### config.mk
export PLATFORM = sky130hd
export DESIGN_NAME = tick_timer_bank
export DESIGN_NICKNAME = d
export VERILOG_FILES = /design/src/hdl/ttb_pkg.sv /design/src/hdl/ttb_ram.sv /design/src/hdl/tick_timer_bank.sv
export SDC_FILE = /design/constraint.sdc
export NUM_CORES = 1
export LEC_CHECK = 0
export BUFFER_PORTS_ARGS = -buffer_cell sky130_fd_sc_hd__buf_2
export CORE_MARGIN = 2
export CORE_UTILIZATION = 38
export DETAILED_ROUTE_END_ITERATION = 12
export GPL_ROUTABILITY_DRIVEN = 0
export PLACE_DENSITY_LB_ADDON = 0.25
export SYNTH_ARGS = -nofsm -noshare
export SYNTH_HDL_FRONTEND = slang
export SYNTH_HIERARCHICAL = 1
export SYNTH_SLANG_ARGS = --single-unit
### constraint.sdc
create_clock -name clock -period 3.8 [get_ports clock]
set_input_delay 0.19 -clock clock [delete_from_list [all_inputs] [get_ports clock]]
set_output_delay 0.19 -clock clock [all_outputs]
set_load 0.01 [all_outputs]
### src/hdl/ttb_pkg.sv
package ttb_pkg;

   // field widths fixed by the interface
   localparam int CMD_W     = 3;
   localparam int INDEX_W   = 8;
   localparam int COUNT_W   = 16;
   localparam int CFG_W     = 4;
   localparam int PADDR_W   = 3;
   localparam int PDATA_W   = 32;

   typedef logic [1:0]         mode_type;
   typedef logic [CMD_W-1:0]   cmd_type;
   typedef logic [COUNT_W-1:0] count_type;
   typedef logic [3:0]         digit_type;

   // timer modes
   localparam mode_type MODE_CLOSED  = 2'd0;
   localparam mode_type MODE_RUNNING = 2'd1;
   localparam mode_type MODE_ENDED   = 2'd2;

   // commands; unknown codes act as a query
   localparam cmd_type CMD_TICK    = 3'd0;
   localparam cmd_type CMD_START   = 3'd1;
   localparam cmd_type CMD_RESTART = 3'd2;
   localparam cmd_type CMD_CLOSE   = 3'd3;
   localparam cmd_type CMD_QUERY   = 3'd4;

   // register word indexes
   localparam logic [PADDR_W-3:0] REG_TIMERS_IN_USE = 1'd0;
   localparam logic [CFG_W-1:0]   TIMERS_IN_USE_RST = 4'd8;

   // prescaler kept as two decimal digits
   localparam int        TENS_STEP  = 10;
   localparam digit_type DIGIT_LAST = 4'(TENS_STEP - 1);

   // one stored timer entry
   typedef struct packed {
      mode_type  mode;
      count_type count;
   } entry_type;

   // one result word
   typedef struct packed {
      mode_type  mode;
      logic      is_running;
      count_type count;
      logic      tick_seen;
      logic      tens_reached;
      logic      hundred_reached;
   } rsp_type;

   // one tick applied to one entry
   function automatic entry_type tick_entry(entry_type e);
      entry_type r;
      r = e;
      if (e.mode == MODE_RUNNING) begin
         if (e.count != '0) begin
            r.count = e.count - 16'd1;
         end else begin
            r.mode = MODE_ENDED;
         end
      end
      return r;
   endfunction

endpackage

### src/hdl/ttb_ram.sv
module ttb_ram #(
   parameter int WIDTH = 18,
   parameter int DEPTH = 8,
   parameter int AW    = (DEPTH > 1) ? $clog2(DEPTH) : 1
) (
   input  logic             clock,
   input  logic             we,
   input  logic [AW-1:0]    waddr,
   input  logic [WIDTH-1:0] wdata,
   input  logic [AW-1:0]    raddr,
   output logic [WIDTH-1:0] rdata
);

   logic [WIDTH-1:0] mem_ff [DEPTH];
   logic [WIDTH-1:0] rdata_ff;

   // one write port, one registered read port
   always_ff @(posedge clock) begin
      if (we) begin
         mem_ff[waddr] <= wdata;
      end
      rdata_ff <= mem_ff[raddr];
   end

   assign rdata = rdata_ff;

endmodule

### src/hdl/tick_timer_bank.sv
// tick_timer_bank: a bank of one-shot countdown timers held in one RAM.
// The request channel (req_*) carries a command word: tick, start (only if
// the timer is closed), restart, close or query, with a timer index and a
// load value. Each request gives one response word (rsp_*) with the
// addressed timer's mode and count, or for a tick the prescaler pulses.
// The register timers_in_use (byte address 0 on the APB port) limits the
// entries in use; indices at or above it change nothing and read as zero.
// A tick sweeps the entries in use through the RAM, one read and one
// write-back per cycle, overlapped; any other command reads and writes
// back only the addressed entry, and an index out of range goes straight
// to its response without touching the RAM.
// One request is worked on at a time; req_ready is high while the block
// is free, also while an earlier response still waits to be taken.
// If the receiver stalls, the finished response waits in its output
// register and the next request completes into a holding register, so
// at most one further request is accepted until the receiver takes one.
// Reset (synchronous) marks every entry closed with count zero through
// per-entry valid bits, clears the prescaler and sets timers_in_use to 8.
module tick_timer_bank #(
   parameter int NUM_TIMERS = 8
) (
   input  logic                         clock,
   input  logic                         reset,
   // request channel
   input  logic                         req_valid,
   output logic                         req_ready,
   input  ttb_pkg::cmd_type             req_cmd,
   input  logic [ttb_pkg::INDEX_W-1:0]  req_timer_index,
   input  ttb_pkg::count_type           req_load_value,
   // response channel
   output logic                         rsp_valid,
   input  logic                         rsp_ready,
   output ttb_pkg::mode_type            rsp_timer_mode_out,
   output logic                         rsp_is_running,
   output ttb_pkg::count_type           rsp_count_out,
   output logic                         rsp_tick_seen,
   output logic                         rsp_tens_reached,
   output logic                         rsp_hundred_reached,
   // configuration port
   input  logic                         psel,
   input  logic                         penable,
   input  logic                         pwrite,
   input  logic [ttb_pkg::PADDR_W-1:0]  paddr,
   input  logic [ttb_pkg::PDATA_W-1:0]  pwdata,
   output logic [ttb_pkg::PDATA_W-1:0]  prdata,
   output logic                         pready
);

   import ttb_pkg::*;

   localparam int IDX_W = (NUM_TIMERS > 1) ? $clog2(NUM_TIMERS) : 1;
   localparam int CNT_W = $clog2(NUM_TIMERS + 1);
   localparam int LIM_W = (CNT_W > CFG_W) ? CNT_W : CFG_W;
   localparam int CMP_W = (LIM_W > INDEX_W) ? LIM_W : INDEX_W;
   localparam int ENT_W = $bits(entry_type);

   localparam logic [1:0] S_IDLE   = 2'd0;
   localparam logic [1:0] S_SWEEP  = 2'd1;
   localparam logic [1:0] S_ACCESS = 2'd2;
   localparam logic [1:0] S_DONE   = 2'd3;

   logic [1:0]            state_ff,    state_in;
   cmd_type               cmd_ff,      cmd_in;
   count_type             load_ff,     load_in;
   logic [LIM_W-1:0]      rd_cnt_ff,   rd_cnt_in;
   logic                  wb_pend_ff,  wb_pend_in;
   logic [IDX_W-1:0]      wb_addr_ff,  wb_addr_in;
   logic [NUM_TIMERS-1:0] valid_ff,    valid_in;
   digit_type             units_ff,    units_in;
   digit_type             tens_ff,     tens_in;
   logic [CFG_W-1:0]      timers_ff,   timers_in;
   rsp_type               res_ff,      res_in;
   logic                  rsp_valid_ff, rsp_valid_in;
   rsp_type               rsp_ff,      rsp_in;

   logic                  ram_we;
   logic [IDX_W-1:0]      ram_waddr;
   entry_type             ram_wdata;
   logic [IDX_W-1:0]      ram_raddr;
   logic [ENT_W-1:0]      ram_rdata;

   logic [LIM_W-1:0]      lim;
   logic [LIM_W-1:0]      cfg_lim;
   logic                  in_range;
   entry_type             cur;
   entry_type             upd;
   logic                  cfg_write;

   // entry store
   ttb_ram #(
      .WIDTH (ENT_W),
      .DEPTH (NUM_TIMERS),
      .AW    (IDX_W)
   ) u_ram (
      .clock (clock),
      .we    (ram_we),
      .waddr (ram_waddr),
      .wdata (ram_wdata),
      .raddr (ram_raddr),
      .rdata (ram_rdata)
   );

   // effective limit, saturated to the bank size
   assign cfg_lim  = LIM_W'(timers_ff);
   assign lim      = (cfg_lim > LIM_W'(NUM_TIMERS)) ? LIM_W'(NUM_TIMERS) : cfg_lim;
   assign in_range = CMP_W'(req_timer_index) < CMP_W'(lim);

   // read data, an entry never written reads as closed with count zero
   assign cur = valid_ff[wb_addr_ff] ? entry_type'(ram_rdata) : '0;

   // configuration port
   assign pready    = 1'b1;
   assign cfg_write = psel && penable && pwrite &&
                      (paddr[PADDR_W-1:2] == REG_TIMERS_IN_USE);
   assign prdata    = (paddr[PADDR_W-1:2] == REG_TIMERS_IN_USE) ?
                      PDATA_W'(timers_ff) : '0;

   always_comb begin
      timers_in = timers_ff;
      if (cfg_write) begin
         timers_in = pwdata[CFG_W-1:0];
      end
   end

   // sequencer
   always_comb begin
      state_in     = state_ff;
      cmd_in       = cmd_ff;
      load_in      = load_ff;
      rd_cnt_in    = rd_cnt_ff;
      wb_pend_in   = wb_pend_ff;
      wb_addr_in   = wb_addr_ff;
      valid_in     = valid_ff;
      units_in     = units_ff;
      tens_in      = tens_ff;
      res_in       = res_ff;
      rsp_in       = rsp_ff;
      rsp_valid_in = rsp_valid_ff;
      ram_we       = 1'b0;
      ram_waddr    = wb_addr_ff;
      ram_raddr    = rd_cnt_ff[IDX_W-1:0];
      upd          = tick_entry(cur);
      req_ready    = (state_ff == S_IDLE);

      // response register drains on its own handshake
      if (rsp_valid_ff && rsp_ready) begin
         rsp_valid_in = 1'b0;
      end

      unique case (state_ff)
         S_IDLE: begin
            if (req_valid) begin
               cmd_in  = req_cmd;
               load_in = req_load_value;
               res_in  = '0;
               if (req_cmd == CMD_TICK) begin
                  // prescaler as two decimal digits
                  res_in.tick_seen = 1'b1;
                  if (units_ff == DIGIT_LAST) begin
                     units_in            = '0;
                     res_in.tens_reached = 1'b1;
                     if (tens_ff == DIGIT_LAST) begin
                        tens_in                = '0;
                        res_in.hundred_reached = 1'b1;
                     end else begin
                        tens_in = tens_ff + 4'd1;
                     end
                  end else begin
                     units_in = units_ff + 4'd1;
                  end
                  rd_cnt_in  = '0;
                  wb_pend_in = 1'b0;
                  state_in   = S_SWEEP;
               end else if (in_range) begin
                  ram_raddr  = req_timer_index[IDX_W-1:0];
                  wb_addr_in = req_timer_index[IDX_W-1:0];
                  state_in   = S_ACCESS;
               end else begin
                  state_in = S_DONE;
               end
            end
         end

         S_SWEEP: begin
            // write back the entry read last cycle
            if (wb_pend_ff) begin
               ram_we               = 1'b1;
               valid_in[wb_addr_ff] = 1'b1;
            end
            // read the next entry in use
            if (rd_cnt_ff != lim) begin
               ram_raddr  = rd_cnt_ff[IDX_W-1:0];
               wb_addr_in = rd_cnt_ff[IDX_W-1:0];
               wb_pend_in = 1'b1;
               rd_cnt_in  = rd_cnt_ff + LIM_W'(1);
            end else begin
               wb_pend_in = 1'b0;
               state_in   = S_DONE;
            end
         end

         S_ACCESS: begin
            upd = cur;
            unique case (cmd_ff)
               CMD_START: begin
                  if (cur.mode == MODE_CLOSED) begin
                     upd.mode  = MODE_RUNNING;
                     upd.count = load_ff;
                  end
               end
               CMD_RESTART: begin
                  upd.mode  = MODE_RUNNING;
                  upd.count = load_ff;
               end
               CMD_CLOSE: begin
                  upd.mode = MODE_CLOSED;
               end
               default: begin
                  upd = cur;
               end
            endcase
            ram_we               = 1'b1;
            valid_in[wb_addr_ff] = 1'b1;
            res_in               = '0;
            res_in.mode          = upd.mode;
            res_in.is_running    = (upd.mode == MODE_RUNNING);
            res_in.count         = upd.count;
            state_in             = S_DONE;
         end

         S_DONE: begin
            if (!rsp_valid_ff || rsp_ready) begin
               rsp_in       = res_ff;
               rsp_valid_in = 1'b1;
               state_in     = S_IDLE;
            end
         end

         default: begin
            state_in = S_IDLE;
         end
      endcase

      ram_wdata = upd;
   end

   // control registers
   always_ff @(posedge clock) begin
      if (reset) begin
         state_ff     <= S_IDLE;
         rd_cnt_ff    <= '0;
         wb_pend_ff   <= 1'b0;
         valid_ff     <= '0;
         units_ff     <= '0;
         tens_ff      <= '0;
         timers_ff    <= TIMERS_IN_USE_RST;
         rsp_valid_ff <= 1'b0;
      end else begin
         state_ff     <= state_in;
         rd_cnt_ff    <= rd_cnt_in;
         wb_pend_ff   <= wb_pend_in;
         valid_ff     <= valid_in;
         units_ff     <= units_in;
         tens_ff      <= tens_in;
         timers_ff    <= timers_in;
         rsp_valid_ff <= rsp_valid_in;
      end
   end

   // payload registers
   always_ff @(posedge clock) begin
      cmd_ff     <= cmd_in;
      load_ff    <= load_in;
      wb_addr_ff <= wb_addr_in;
      res_ff     <= res_in;
      rsp_ff     <= rsp_in;
   end

   // response ports
   assign rsp_valid           = rsp_valid_ff;
   assign rsp_timer_mode_out  = rsp_ff.mode;
   assign rsp_is_running      = rsp_ff.is_running;
   assign rsp_count_out       = rsp_ff.count;
   assign rsp_tick_seen       = rsp_ff.tick_seen;
   assign rsp_tens_reached    = rsp_ff.tens_reached;
   assign rsp_hundred_reached = rsp_ff.hundred_reached;

   // checks
   a_we_state: assert property (@(posedge clock) disable iff (reset)
      ram_we |-> (state_ff == S_SWEEP || state_ff == S_ACCESS))
      else $error("entry write outside sweep or access");

   a_running_flag: assert property (@(posedge clock) disable iff (reset)
      rsp_valid_ff |-> (rsp_ff.is_running == (rsp_ff.mode == MODE_RUNNING)))
      else $error("is_running disagrees with mode");

   a_tick_word: assert property (@(posedge clock) disable iff (reset)
      (rsp_valid_ff && rsp_ff.tick_seen) |->
         (rsp_ff.mode == MODE_CLOSED && rsp_ff.count == '0 && !rsp_ff.is_running))
      else $error("tick word carries entry fields");

   a_hundred_tens: assert property (@(posedge clock) disable iff (reset)
      (rsp_valid_ff && rsp_ff.hundred_reached) |->
         (rsp_ff.tens_reached && rsp_ff.tick_seen))
      else $error("hundred pulse without tens pulse");

   a_digits: assert property (@(posedge clock) disable iff (reset)
      (units_ff <= DIGIT_LAST) && (tens_ff <= DIGIT_LAST))
      else $error("prescaler digit out of range");

endmodule

==> reports/qor.csv <==
stage;metric;value;unit
run_status;status;finished, final reports clean;
pwr;power_switching;0.00177;W
synthesis;ys.flop_type;edfxtp_1;
place;io_buffers;66;
sta;setup_violations;0;
clocking;cts_tree;built;
worst_setup_path;critPathKind;flip-flop to flip-flop;
synthesis;syn-cell-area;11000;um2
worst_setup_path;cp_slowest_cell;mux2i_1;
finish;seq_area;7230;um2
sta;rsz0062_at_grt;false;
pwr;p_sw_share;25.2;%
clocking;cts_sinks;256;
sta;period_minus_slack;3.58;ns
die;num_rows;62;
drt;drc;0;
sta;worst_pin_slew;1.08;ns
clocking;path_clk_slew;0.06;ns
synthesis;synthTopCellsByArea;edfxtp_1 57%, mux4_1 8.6%, dfxtp_1 8.3%, mux2_2 3.0%, buf_4 2.1%;
finish;utilization;45.2;%
synthesis;syn_area_per_cell;15.3;um2
global_routing;grt_overflow;0;
global_routing;grt_pass1_vias;6171;
sta;hold_ws;0.0305;ns
die;coreArea;28600;um2
global_routing;use_met1;19.4;%
sta;drv_slew;0;
synthesis;yosysTopAreaCell;edfxtp_1;
pwr;p_leak;4.58;nW
job;maxCapViolCount;0;
worst_setup_path;cp_data_required_time;4.02;ns
worst_setup_path;crit_fanout;8;
pwr;pwr-share-clk;35.9;%
global_routing;grt_usage;14.4;%
synthesis;synth_edf_count;210;
synthesis;ys_async_sr_fraction;0;%
global_routing;busiest_layer;met2;
sta;finClkSkew;0.0255;ns
synthesis;synth_top_area_share;57.2;%
finish;multi_input_area;3510;um2
worst_setup_path;path_cells;mux2_1 > mux4_2 > nand2_1 > ha_1 > nor3b_1 > buf_4 > nand4_1 > o2111ai_1 > xor2_1 > mux2i_1;
clocking;cts_made_buffers;26;
global_routing;globalRouteMet2Util;24.4;%
drt;drt_iter0_markers;443;
finish;nNetsFinal;915;
global_routing;grt_max_degree;34;
place;dp_hpwl;14300;um
pwr;seqPwrFrac;50.3;%
drt;vias_per_cell;5.09;
pwr;vdd_drop_max;0.280;mV
finish;n_antenna_cell;0;
synthesis;synth_most_common_cell;edfxtp_1;
synthesis;ys_ff_latch;256;
finish;drive_gt1_share;21.8;%
finish;area_growth;17.4;%
drt;ant_nets;0;
global_routing;grt_pass1_wl;34200;um
drt;dr.pass1.iters;5;
die;io_pins;126;
synthesis;yosys_warnings;6;
finish;fillers;2499;
drt;via_count;6311;
worst_setup_path;worstPathArrival;3.79;ns
clocking;clockBufferDepth;3;
global_routing;use_met3;2.32;%
sta;setup_tns;0;ns
sta;relSlewSlack;27.8;%
worst_setup_path;cp-end-kind;flip-flop;
clocking;insertion_delay;0.54;ns
worst_setup_path;cp-start-kind;flip-flop;
synthesis;ys_types;63;
drt;wl;22100;um
worst_setup_path;critPathMaxStageDelay;0.60;ns
sta;fmax;279;MHz
drt;post_drt_wl_per_cell;17.8;um
synthesis;synth_cells;719;
sta;finalCritPeriodShare;94.2;%
pwr;combPwrFrac;13.8;%
die;start_util;38.5;%
clocking;htree_levels;1;
pwr;power.density;543;nW/um2
clocking;cts-root-buf;clkbuf_16;
global_routing;antenna_found_initial;0;
worst_hold_path;hold_class;primary input to flip-flop;
pwr;p_int;0.00525;W
synthesis;synth_seq_area_share;65.5;%
die;die_h;174;um
die;dieArea;30400;um2
die;dieWidth;174;um
synthesis;yosys-top-cells-count;210 x edfxtp_1, 57 x nor2_1, 46 x dfxtp_1;
clocking;post-cts-setup-buffers;0;
sta;hold_viol_final;0;
timing repair:
| action | in CTS | in global routing |
|---|---|---|
| hold buffers | 24 | 0 |
| endpoints found under the hold margin | 24 | 0 |
| gates resized for setup | 0 | 4 |
| setup endpoints to repair | 0 | 32 |
cell type report:
class,instances,area share [%]
clock buffers,28,5.16
clock inverters,20,1.50
inverters,15,0.435
multi-input cells,419,27.1
flip-flops and latches,256,55.8
well taps,384,3.71
repair buffers,118,6.22
critical path, delay by kind of cell (launching register included):
kind,cells,cell delay [ns]
mux,3,1.45
fa+ha+maj,1,0.21
flops,1,0.57
simple gates,3,0.47
buf+inv,1,0.16
compound gates,1,0.30
xor+xnor,1,0.11
per-stage QoR:
step | setup WS, ns | power [W] | cells | area [um2]
global route | 0.000308 | 0.00732 | 1240 | 12900
CTS | 0.135 | 0.00709 | 1240 | 12900
global placement | 0.253 | 0.00453 | 1168 | 11800
detailed placement | 0.163 | 0.00454 | 1168 | 11800
floorplan | 0.0832 | 0.00423 | 746 | 11100
finish | 0.221 | 0.00703 | 1240 | 12900
power groups by stage:
stage | combinational [W] | clock [W] | sequential (W)
floorplan | 0.000659 | 0 | 0.00357
global placement | 0.000945 | 0 | 0.00358
global route | 0.00107 | 0.00270 | 0.00356
CTS | 0.000975 | 0.00259 | 0.00353
detailed placement | 0.000950 | 0 | 0.00359
finish | 0.000972 | 0.00252 | 0.00353
worst paths after layout:
check	slack, ns	to	start	cells after the start
setup / recovery	0.22	u_ram/mem_ff[6][2]$_DFFE_PP_	ram_waddr[0]$_DFFE_PP_	10
hold / removal	0.03	ram_waddr[1]$_DFFE_PP_	req_timer_index[1]	2
setup reg to reg	0.22	u_ram/mem_ff[6][2]$_DFFE_PP_	ram_waddr[0]$_DFFE_PP_	10
hold reg to reg	0.42	rsp_is_running$_DFFE_PP_	res_ff[19]$_SDFFCE_PN0P_	0
placed cells by master, fill, tap and decap left out, types with 14 or more instances in the layout:
master,instances
edfxtp_1,210
buf_2,66
nor2_1,57
dfxtp_1,46
mux4_1,36
nand2_1,29
mux2_2,29
conb_1,29
nand3_1,26
clkbuf_16,26
buf_4,26
dlygate4sd3_1,24
mux2i_1,20
a21oi_1,19
o21ai_0,18
nor2b_1,14
inv_1,14
cell families after synthesis:
family | count (synthesis) | synth area share, %
buf+inv | 71 | 3.87
flops | 256 | 65.5
other cells | 2 | 0.0681
fa+ha+maj | 10 | 1.13
mux | 93 | 14.4
simple gates | 195 | 9.13
xor+xnor | 15 | 1.19
compound gates | 77 | 4.70
flip-flops by register name, summed over array words and instances (netlist names):
register,count
cfg_lim,4
cmd_ff,3
load_ff,16
ram_waddr,3
rd_cnt_ff,4
res_ff,22
rsp_count_out,16
rsp_hundred_reached,1
rsp_is_running,1
rsp_tens_reached,1
rsp_tick_seen,1
rsp_timer_mode_out,2
rsp_valid,1
state_ff,2
tens_ff,4
u_ram/mem_ff,144
u_ram/rdata,18
units_ff,4
valid_ff,8
wb_pend_ff,1
metal layers:
layer | part of all wire (%) | routed length, um
met4 | 1.7 | 377
met3 | 4.2 | 928
met5 | 0 | 0
met2 | 48 | 10700
met1 | 46 | 10100
Power figures use the tool's default switching activity.
